`src/rtl/stt_pkg.sv`:
```
// types, token codes and reserved word tables of the source text tokenizer
package stt_pkg;

   localparam int MAX_LEXEME_DEF = 64;
   localparam int NUM_WORDS = 26;
   localparam int QUEUE_DEPTH = 4;

   localparam logic [4:0] K_IDENT  = 5'd1;
   localparam logic [4:0] K_SEMI   = 5'd2;
   localparam logic [4:0] K_COMMA  = 5'd3;
   localparam logic [4:0] K_COLON  = 5'd4;
   localparam logic [4:0] K_LPAR   = 5'd9;
   localparam logic [4:0] K_RPAR   = 5'd10;
   localparam logic [4:0] K_LBRACE = 5'd11;
   localparam logic [4:0] K_RBRACE = 5'd12;
   localparam logic [4:0] K_ASSIGN = 5'd13;
   localparam logic [4:0] K_OPER   = 5'd14;
   localparam logic [4:0] K_REL    = 5'd16;
   localparam logic [4:0] K_INT    = 5'd17;
   localparam logic [4:0] K_REAL   = 5'd18;
   localparam logic [4:0] K_ERROR  = 5'd26;
   localparam logic [4:0] K_END    = 5'd27;

   localparam logic [NUM_WORDS-1:0] ALL_WORDS = '1;

   localparam logic [95:0] WORD_TEXT [NUM_WORDS] = '{
      96'("Union"), 96'("Intersection"), 96'("Pos"), 96'("Element"), 96'("Quantity"),
      96'("begin"), 96'("end"), 96'("procedure"), 96'("function"), 96'("read"),
      96'("write"), 96'("for"), 96'("repeat"), 96'("while"), 96'("if"), 96'("var"),
      96'("program"), 96'("integer"), 96'("real"), 96'("bagOfInteger"),
      96'("bagOfReal"), 96'("to"), 96'("do"), 96'("until"), 96'("then"), 96'("else")
   };
   localparam logic [3:0] WORD_LEN [NUM_WORDS] = '{
      4'd5, 4'd12, 4'd3, 4'd7, 4'd8, 4'd5, 4'd3, 4'd9, 4'd8, 4'd4, 4'd5, 4'd3, 4'd6,
      4'd5, 4'd2, 4'd3, 4'd7, 4'd7, 4'd4, 4'd12, 4'd9, 4'd2, 4'd2, 4'd5, 4'd4, 4'd4
   };
   localparam logic [4:0] WORD_KIND [NUM_WORDS] = '{
      5'd15, 5'd15, 5'd15, 5'd15, 5'd15, 5'd5, 5'd6, 5'd7, 5'd8, 5'd19, 5'd20, 5'd21,
      5'd22, 5'd23, 5'd24, 5'd25, 5'd0, 5'd0, 5'd0, 5'd0, 5'd0, 5'd0, 5'd0, 5'd0,
      5'd0, 5'd0
   };

   typedef enum logic [8:0] {
      MODE_IDLE  = 9'b000000001,
      MODE_LT    = 9'b000000010,
      MODE_SLASH = 9'b000000100,
      MODE_COLGT = 9'b000001000,
      MODE_WORD  = 9'b000010000,
      MODE_ZERO  = 9'b000100000,
      MODE_ZFRAC = 9'b001000000,
      MODE_NUM   = 9'b010000000,
      MODE_SIGN  = 9'b100000000
   } mode_type;

   typedef struct packed {
      logic [4:0]  kind;
      logic [31:0] start;
      logic [5:0]  length;
      logic        last;
   } token_type;

   typedef struct packed {
      logic      one;
      logic      two;
      token_type tok0;
      token_type tok1;
   } push_type;

   function automatic logic is_letter(logic [7:0] c);
      return (c >= "a" && c <= "z") || (c >= "A" && c <= "Z");
   endfunction

   function automatic logic is_digit(logic [7:0] c);
      return c >= "0" && c <= "9";
   endfunction

   function automatic logic is_space(logic [7:0] c);
      return c == " " || c == 8'h0a || c == 8'h09;
   endfunction

   // keep the words whose character at idx equals c
   function automatic logic [NUM_WORDS-1:0] narrow_words(logic [NUM_WORDS-1:0] cand,
                                                         logic [7:0] c, logic [7:0] idx);
      logic [NUM_WORDS-1:0] r;
      logic [3:0] p;
      r = '0;
      for (int j = 0; j < NUM_WORDS; j++) begin
         p = WORD_LEN[j] - 4'd1 - idx[3:0];
         if (cand[j] && idx < {4'd0, WORD_LEN[j]})
            r[j] = (WORD_TEXT[j][{p, 3'b000} +: 8] == c);
      end
      return r;
   endfunction

   function automatic logic [4:0] word_kind(logic [NUM_WORDS-1:0] cand, logic [7:0] len);
      logic [4:0] k;
      k = K_IDENT;
      for (int j = NUM_WORDS - 1; j >= 0; j--)
         if (cand[j] && len == {4'd0, WORD_LEN[j]})
            k = WORD_KIND[j];
      return k;
   endfunction

endpackage

```
`src/rtl/stt_fifo.sv`:
```
// token queue between the scanner and the result channel
module stt_fifo (
   input  logic              clock,
   input  logic              reset,
   input  stt_pkg::push_type push,
   output logic              room,
   output logic [2:0]        level,
   output logic              out_valid,
   input  logic              out_ready,
   output stt_pkg::token_type out_tok
);
   import stt_pkg::*;

   token_type  mem_ff [QUEUE_DEPTH];
   logic [1:0] wr_ff, wr_in, rd_ff, rd_in;
   logic [2:0] cnt_ff, cnt_in;
   logic       pop;

   assign pop       = out_valid && out_ready;
   assign out_valid = cnt_ff != 3'd0;
   assign out_tok   = mem_ff[rd_ff];
   assign room      = cnt_ff <= 3'd2;
   assign level     = cnt_ff;

   always_comb begin
      wr_in  = wr_ff + {1'b0, push.one} + {1'b0, push.two};
      rd_in  = rd_ff + {1'b0, pop};
      cnt_in = cnt_ff + {2'b0, push.one} + {2'b0, push.two} - {2'b0, pop};
   end

   always_ff @(posedge clock) begin
      if (reset) begin
         wr_ff  <= '0;
         rd_ff  <= '0;
         cnt_ff <= '0;
      end else begin
         wr_ff  <= wr_in;
         rd_ff  <= rd_in;
         cnt_ff <= cnt_in;
      end
      if (push.one)
         mem_ff[wr_ff] <= push.tok0;
      if (push.two)
         mem_ff[wr_ff + 2'd1] <= push.tok1;
   end
endmodule

```
`src/rtl/stt_scan.sv`:
```
// scanner state and per-character token decisions
module stt_scan #(
   parameter int MAX_LEXEME = stt_pkg::MAX_LEXEME_DEF
) (
   input  logic              clock,
   input  logic              reset,
   input  logic              take,
   input  logic [7:0]        char_code,
   input  logic              end_of_input,
   output stt_pkg::push_type push
);
   import stt_pkg::*;

   localparam int CW = $clog2(MAX_LEXEME);

   mode_type             mode_ff, mode_in;
   logic [CW-1:0]        count_ff, count_in;
   logic [31:0]          pos_ff, pos_in, begin_ff, begin_in;
   logic [NUM_WORDS-1:0] cand_ff, cand_in;
   logic [7:0]           first_ff, first_in;
   logic                 point_ff, point_in;

   logic                 va, vb, absorbed, err_close, fin_valid, ovf;
   logic [4:0]           fin_kind;
   token_type            ta, tb;
   logic [7:0]           c;

   assign c   = char_code;
   assign ovf = count_ff == CW'(MAX_LEXEME - 1);

   always_comb begin
      fin_valid = 1'b1;
      fin_kind  = K_OPER;
      case (mode_ff)
         MODE_LT:    fin_kind = K_REL;
         MODE_SLASH: fin_kind = K_OPER;
         MODE_COLGT: fin_kind = (first_ff == ":") ?
                        ((count_ff == CW'(2)) ? K_ASSIGN : K_COLON) : K_REL;
         MODE_WORD:  fin_kind = word_kind(cand_ff, 8'(count_ff));
         MODE_ZERO:  fin_kind = K_INT;
         MODE_ZFRAC: fin_kind = K_REAL;
         MODE_NUM:   fin_kind = point_ff ? K_REAL : K_INT;
         MODE_SIGN:  fin_kind = K_OPER;
         default:    fin_valid = 1'b0;
      endcase
   end

   always_comb begin
      mode_in   = mode_ff;
      count_in  = count_ff;
      pos_in    = pos_ff;
      begin_in  = begin_ff;
      cand_in   = cand_ff;
      first_in  = first_ff;
      point_in  = point_ff;
      va        = 1'b0;
      vb        = 1'b0;
      absorbed  = 1'b0;
      err_close = 1'b0;
      ta        = '{kind: fin_kind, start: begin_ff, length: 6'(count_ff), last: 1'b0};
      tb        = '{kind: K_END, start: pos_ff, length: 6'd0, last: 1'b0};
      if (end_of_input) begin
         va      = fin_valid;
         vb      = 1'b1;
         mode_in = MODE_IDLE;
      end else begin
         pos_in = pos_ff + 32'd1;
         case (mode_ff)
            MODE_LT, MODE_SLASH, MODE_COLGT: begin
               if ((mode_ff == MODE_LT && (c == "=" || c == ">")) ||
                   (mode_ff == MODE_SLASH && c == "/") ||
                   (mode_ff == MODE_COLGT && c == "=")) begin
                  absorbed = 1'b1;
                  vb       = 1'b1;
                  count_in = CW'(2);
                  mode_in  = MODE_IDLE;
                  tb.start = begin_ff;
                  tb.length = 6'd2;
                  tb.kind  = (mode_ff == MODE_LT) ? K_REL :
                             (mode_ff == MODE_SLASH) ? K_OPER :
                             (first_ff == ":") ? K_ASSIGN : K_REL;
               end
            end
            MODE_WORD, MODE_ZFRAC, MODE_NUM: begin
               if ((mode_ff == MODE_WORD && (is_letter(c) || is_digit(c))) ||
                   (mode_ff == MODE_ZFRAC && is_digit(c)) ||
                   (mode_ff == MODE_NUM && (is_digit(c) || c == "."))) begin
                  if (ovf) begin
                     // too long: close as error, then rescan the character
                     err_close = 1'b1;
                     va        = 1'b1;
                     ta.kind   = K_ERROR;
                  end else begin
                     absorbed = 1'b1;
                     count_in = count_ff + CW'(1);
                     if (mode_ff == MODE_WORD)
                        cand_in = narrow_words(cand_ff, c, 8'(count_ff));
                     if (c == ".")
                        point_in = 1'b1;
                  end
               end
            end
            MODE_ZERO: begin
               if (c == ".") begin
                  absorbed = 1'b1;
                  mode_in  = MODE_ZFRAC;
                  count_in = CW'(2);
               end
            end
            MODE_SIGN: begin
               if (is_space(c)) begin
                  absorbed = 1'b1;
               end else if (is_digit(c)) begin
                  absorbed = 1'b1;
                  mode_in  = MODE_NUM;
                  count_in = CW'(2);
                  point_in = 1'b0;
               end
            end
            default: ;
         endcase
         if (!absorbed) begin
            if (!err_close)
               va = fin_valid;
            mode_in = MODE_IDLE;
            if (!is_space(c)) begin
               begin_in  = pos_ff;
               count_in  = CW'(1);
               tb.start  = pos_ff;
               tb.length = 6'd1;
               case (c)
                  ";":      begin vb = 1'b1; tb.kind = K_SEMI; end
                  ",":      begin vb = 1'b1; tb.kind = K_COMMA; end
                  "(":      begin vb = 1'b1; tb.kind = K_LPAR; end
                  ")":      begin vb = 1'b1; tb.kind = K_RPAR; end
                  "{":      begin vb = 1'b1; tb.kind = K_LBRACE; end
                  "}":      begin vb = 1'b1; tb.kind = K_RBRACE; end
                  "*":      begin vb = 1'b1; tb.kind = K_OPER; end
                  "=":      begin vb = 1'b1; tb.kind = K_REL; end
                  "<":      mode_in = MODE_LT;
                  "/":      mode_in = MODE_SLASH;
                  ":", ">": begin
                     mode_in  = MODE_COLGT;
                     first_in = c;
                  end
                  "0":      mode_in = MODE_ZERO;
                  "+", "-": mode_in = MODE_SIGN;
                  default: begin
                     if (is_letter(c)) begin
                        mode_in = MODE_WORD;
                        cand_in = narrow_words(ALL_WORDS, c, 8'd0);
                     end else if (is_digit(c)) begin
                        mode_in  = MODE_NUM;
                        point_in = 1'b0;
                     end else begin
                        vb      = 1'b1;
                        tb.kind = K_ERROR;
                     end
                  end
               endcase
            end
         end
      end
   end

   // pack the tokens to the front and mark the final one
   always_comb begin
      push.one  = take && (va || vb);
      push.two  = take && va && vb;
      push.tok0 = va ? ta : tb;
      push.tok1 = tb;
      push.tok0.last = !(va && vb);
      push.tok1.last = 1'b1;
   end

   always_ff @(posedge clock) begin
      if (reset) begin
         mode_ff  <= MODE_IDLE;
         count_ff <= '0;
         pos_ff   <= '0;
         begin_ff <= '0;
         cand_ff  <= ALL_WORDS;
         first_ff <= '0;
         point_ff <= 1'b0;
      end else if (take) begin
         mode_ff  <= mode_in;
         count_ff <= count_in;
         pos_ff   <= pos_in;
         begin_ff <= begin_in;
         cand_ff  <= cand_in;
         first_ff <= first_in;
         point_ff <= point_in;
      end
   end
endmodule

```
`src/rtl/source_text_tokenizer_core.sv`:
```
// top level of the character-serial source text tokenizer
// One character (or end-of-input mark) is taken per cycle while req_ready is high; the scanner
// decides in the same cycle and writes zero, one or two tokens into a four-entry token queue that
// drives the rsp_ port. req_ready is high while the queue has at least two free entries, so items
// flow back to back as long as tokens drain; the rsp_ side delivers at most one token per cycle,
// which sets the sustained rate when characters produce more than one token each.
module source_text_tokenizer_core #(
   parameter int MAX_LEXEME = stt_pkg::MAX_LEXEME_DEF
) (
   input  logic        clock,
   input  logic        reset,
   input  logic        req_valid,
   output logic        req_ready,
   input  logic [7:0]  req_char_code,
   input  logic        req_end_of_input,
   output logic        rsp_valid,
   input  logic        rsp_ready,
   output logic [4:0]  rsp_token_kind,
   output logic [31:0] rsp_token_start,
   output logic [5:0]  rsp_token_length,
   output logic        rsp_last_of_run
);
   import stt_pkg::*;

   push_type   push;
   token_type  out_tok;
   logic       room, take;
   logic [2:0] level;

   assign req_ready = room;
   assign take      = req_valid && req_ready;

   stt_scan #(.MAX_LEXEME(MAX_LEXEME)) u_scan (
      .clock(clock), .reset(reset), .take(take), .char_code(req_char_code),
      .end_of_input(req_end_of_input), .push(push)
   );

   stt_fifo u_fifo (
      .clock(clock), .reset(reset), .push(push), .room(room), .level(level),
      .out_valid(rsp_valid), .out_ready(rsp_ready), .out_tok(out_tok)
   );

   assign rsp_token_kind   = out_tok.kind;
   assign rsp_token_start  = out_tok.start;
   assign rsp_token_length = out_tok.length;
   assign rsp_last_of_run  = out_tok.last;

   // an end mark always leaves at least its end token queued
   a_end_token: assert property (@(posedge clock) disable iff (reset)
      take && req_end_of_input |=> rsp_valid)
      else $error("end of input produced no token");

   a_no_overflow: assert property (@(posedge clock) disable iff (reset)
      level <= 3'(QUEUE_DEPTH))
      else $error("token queue overflow");

   a_pair_last: assert property (@(posedge clock) disable iff (reset)
      push.two |-> push.one && !push.tok0.last && push.tok1.last)
      else $error("bad last marking on token pair");
endmodule

```
`config.mk`:
```
export PLATFORM = sky130hd
export DESIGN_NAME = source_text_tokenizer_core
export DESIGN_NICKNAME = d
export VERILOG_FILES = /design/src/rtl/stt_pkg.sv /design/src/rtl/stt_fifo.sv /design/src/rtl/stt_scan.sv /design/src/rtl/source_text_tokenizer_core.sv
export SDC_FILE = /design/constraint.sdc
export NUM_CORES = 1
export LEC_CHECK = 0
export BUFFER_PORTS_ARGS = -buffer_cell sky130_fd_sc_hd__buf_2
export CAP_MARGIN = 20
export CORE_ASPECT_RATIO = 0.9
export CORE_UTILIZATION = 50
export CTS_BUF_LIST = sky130_fd_sc_hd__clkbuf_4 sky130_fd_sc_hd__clkbuf_8
export DETAILED_ROUTE_END_ITERATION = 16
export PLACE_DENSITY_LB_ADDON = 0.12
export SYNTH_ARGS = -nofsm -noshare
export SYNTH_HDL_FRONTEND = slang
export SYNTH_HIERARCHICAL = 1
export SYNTH_SLANG_ARGS = --single-unit
```
`constraint.sdc`:
```
create_clock -name clock -period 6.8 [get_ports clock]
set_clock_uncertainty 0.1 [all_clocks]
set_input_delay 1.02 -clock clock [delete_from_list [all_inputs] [get_ports clock]]
set_output_delay 1.02 -clock clock [all_outputs]
set_load 0.02 [all_outputs]
```
==> summary.txt <==
Setup path
  • CP Max Fanout: 26
  • Critical path buffer and inverter count: 1
  • Most frequent cell on the critical path: ha_1
  • Slowest-stage cell, CP: ha_1
  • Critical Path Max Stage Delay: 0.95 ns
  • Worst Setup SP: u_scan/count_ff[0]
  • RR Startpoint: u_scan/count_ff[0]
  • CP Cell Sequence: inv_1 -> ha_1 -> ha_1 -> nor2b_1 -> or3_1 -> a21oi_1 -> o21ai_0 -> nor4b_1 -> o32a_1
  • Cell family with most CP delay: adder cells
  • Worst setup EP type: flop
  • Critical Path RT: 7.22 ns
  • WP data arrival: 5.18 ns
  • Startpoint type of the worst setup path: flop
  • WS Path Type: flop to flop

Timing
  • RSZ-0062 raised after global routing: false
  • Final period demand of the worst path: 4.77 ns
  • Post-route clock period utilization: 70.1%
  • Setup-failing EPs final: 0
  • Worst rel slew slack: 27.4%
  • Setup TNS: 0 ns
  • Max-slew violation count: 0
  • Slew @ Worst Pin: 1.07 ns
  • FMAX: 0.210 GHz
  • Final Hold Viols: 0

Route
  • Vias: 15800
  • Via/cell ratio: 6.51
  • TritonRoute pass-1 iters: 7
  • Final ANT Viol Nets: 0
  • # DRC: 0
  • DRT Wirelength: 59.1 mm
  • WL per Instance: 24.4 um
  • Initial DRC count: 1937

Die
  • Starting density of the core: 51.3%
  • Die X: 209 um
  • Row count: 67
  • Core area: 37600 um^2
  • I/O pin total: 59
  • Die ar.: 39400 um^2
  • Die Y: 188 um

Placement
  • # placed instances: 2331
  • Placed cell area: 20000 um^2
  • Gpl congestion: 1.02
  • DP Wirelength: 39.2 mm
  • PortBufs: 58

Synthesis
  • Register area share after synthesis: 39.9%
  • FF+latch count, synth: 297
  • Yosys warning total: 6
  • Post-synth top area share: 27.4%
  • Top cell type by total area after synthesis: edfxtp_1
  • Area contributors post-synth: edfxtp_1, dfxtp_1, mux2_2
  • Post-Synthesis Cells: 1890
  • Syn avg cell area: 10.2 um^2
  • Synth Flop Type: edfxtp_1
  • Async SR Flop Fraction: 0%
  • Synth unique cells: 91
  • Syn Std Cell Area: 19300 um^2
  • Post-synth EDFFs: 176

Global route
  • Vias in the first global route: 15200
  • First-pass GRT wire length: 91.5 mm
  • Largest net degree at the start of global routing: 77
  • GRT Residual Overflow: 0
  • Initial antenna violation count: 1
  • GRT Util Overall: 30.0%

Power
  • Pwr dens: 249 nW/um^2
  • Leakage: 7.61 nW
  • VDD IR max: 0.219 mV
  • Overall power: 0.00523 W

Clocking
  • CTS tree: yes
  • Post-CTS Repair Setup Buffers: 0
  • Clock sink total: 297
  • Clk slew on worst S/H paths: 0.06 ns
  • Number of H-tree levels: 2
  • Skew-Pair Late Insertion Delay: 0.61 ns
  • Hold Buf Count CTS: 0
  • CTS root buf: clkbuf_8
  • Inserted Clock Buffers: 50
  • Resized cells post-CTS: 0
  • CTS Buffer Depth: 3

Layout
  • Most common cell after layout, fill and taps aside: mux2_2
  • Final Cell Area: 21100 um^2
  • Register Area: 7710 um^2
  • Most frequent cells in the layout: mux2_2, nand2_1, edfxtp_1
  • Area growth syn-to-layout: 9.08%
  • Layout cells sized above 1: 24.9%
  • Final instance count without filler cells: 2426
  • Total Nets Final: 1946
  • Area taken by multi-input logic gates: 10800 um^2
  • FILL cells: 3277

Hold path
  • Worst Hold Class: flop to flop
  • HP Start: u_scan/begin_ff[29]

Status
  • Status: complete, no violations

Run
  • Max-Cap Viols: 0
-- cell type report --
type / instances / area share, %
Sequential cell: 297 / 36.6
Clock inverter: 13 / 0.588
Clock buffer: 81 / 4.55
Antenna cell: 1 / 0.0119
Tap cell: 483 / 2.87
Multi-Input combinational cell: 1410 / 51.3
Inverter: 40 / 0.713
Timing Repair Buffer: 101 / 3.34
-- report_power, final --
group	leakage [nW]	switching, W	internal [W]	total, W
Sequential	2.50	0.000131	0.00206	0.00219
Clock	0.576	0.000740	0.000972	0.00171
Combinational	4.53	0.000813	0.000516	0.00133
-- per-stage QoR --
step | util, % | hold WS, ns | setup slack (ns)
floorplan | - | 0.326 | 0.127
global placement | 53.0 | 0.347 | 1.63
detailed placement | 53.0 | 0.350 | 1.54
CTS | 55.9 | 0.364 | 2.13
global route | 55.9 | 0.376 | 1.80
finish | 55.9 | 0.363 | 2.03
-- state kept, by name (all words and copies together), names as in the netlist --
| name | flops |
|---|---|
| u_fifo/mem_ff | 176 |
| u_scan/begin_ff | 32 |
| u_fifo/level | 3 |
| u_scan/point_ff | 1 |
| u_scan/first_ff | 8 |
| u_scan/cand_ff | 26 |
| u_fifo/rd_ff | 2 |
| u_scan/pos_ff | 32 |
| u_scan/mode_ff | 9 |
| u_scan/count_ff | 6 |
| u_fifo/wr_ff | 2 |
-- tightest hold or removal path, stage by stage, from the launching register on --
cell	delay (ns)
dfxtp_1	0.31
nand2_1	0.05
a21oi_1	0.05
-- metal layers --
layer	GRT usage (%)	routed length, um	vias up
li1	-	-	7147
met1	45.5	27200	7700
met2	42.5	24500	855
met3	6.92	6360	87
met4	7.61	1040	0
met5	0	0	-
-- cell usage after synthesis, drive strengths merged, types with 40 or more instances --
master,instances
buf,68
a21oi,96
dfxtp,121
nand2,184
nor2,120
mux4,44
mux2,243
nor3,40
o21ai,73
xor2,45
nand3,43
edfxtp,176
xnor2,56
clkbuf,78
-- logic make-up after synthesis --
group	count (synthesis)	synth area share [%]
buf+inv	186	4.39
compound gates	382	13.2
fa+ha+maj	33	2.26
flops	297	39.9
xor+xnor	101	4.58
simple gates	580	15.1
other cells	2	0.0389
mux	309	20.5
-- final timing paths --
path                              end  slack (ns)  cells after the start
setup / recovery   u_scan/cand_ff[20]        2.03                      9
hold reg to reg   u_scan/begin_ff[29]        0.36                      2
setup reg to reg   u_scan/cand_ff[20]        2.03                      9
hold / removal    u_scan/begin_ff[29]        0.36                      2
Power figures use the tool's default switching activity.
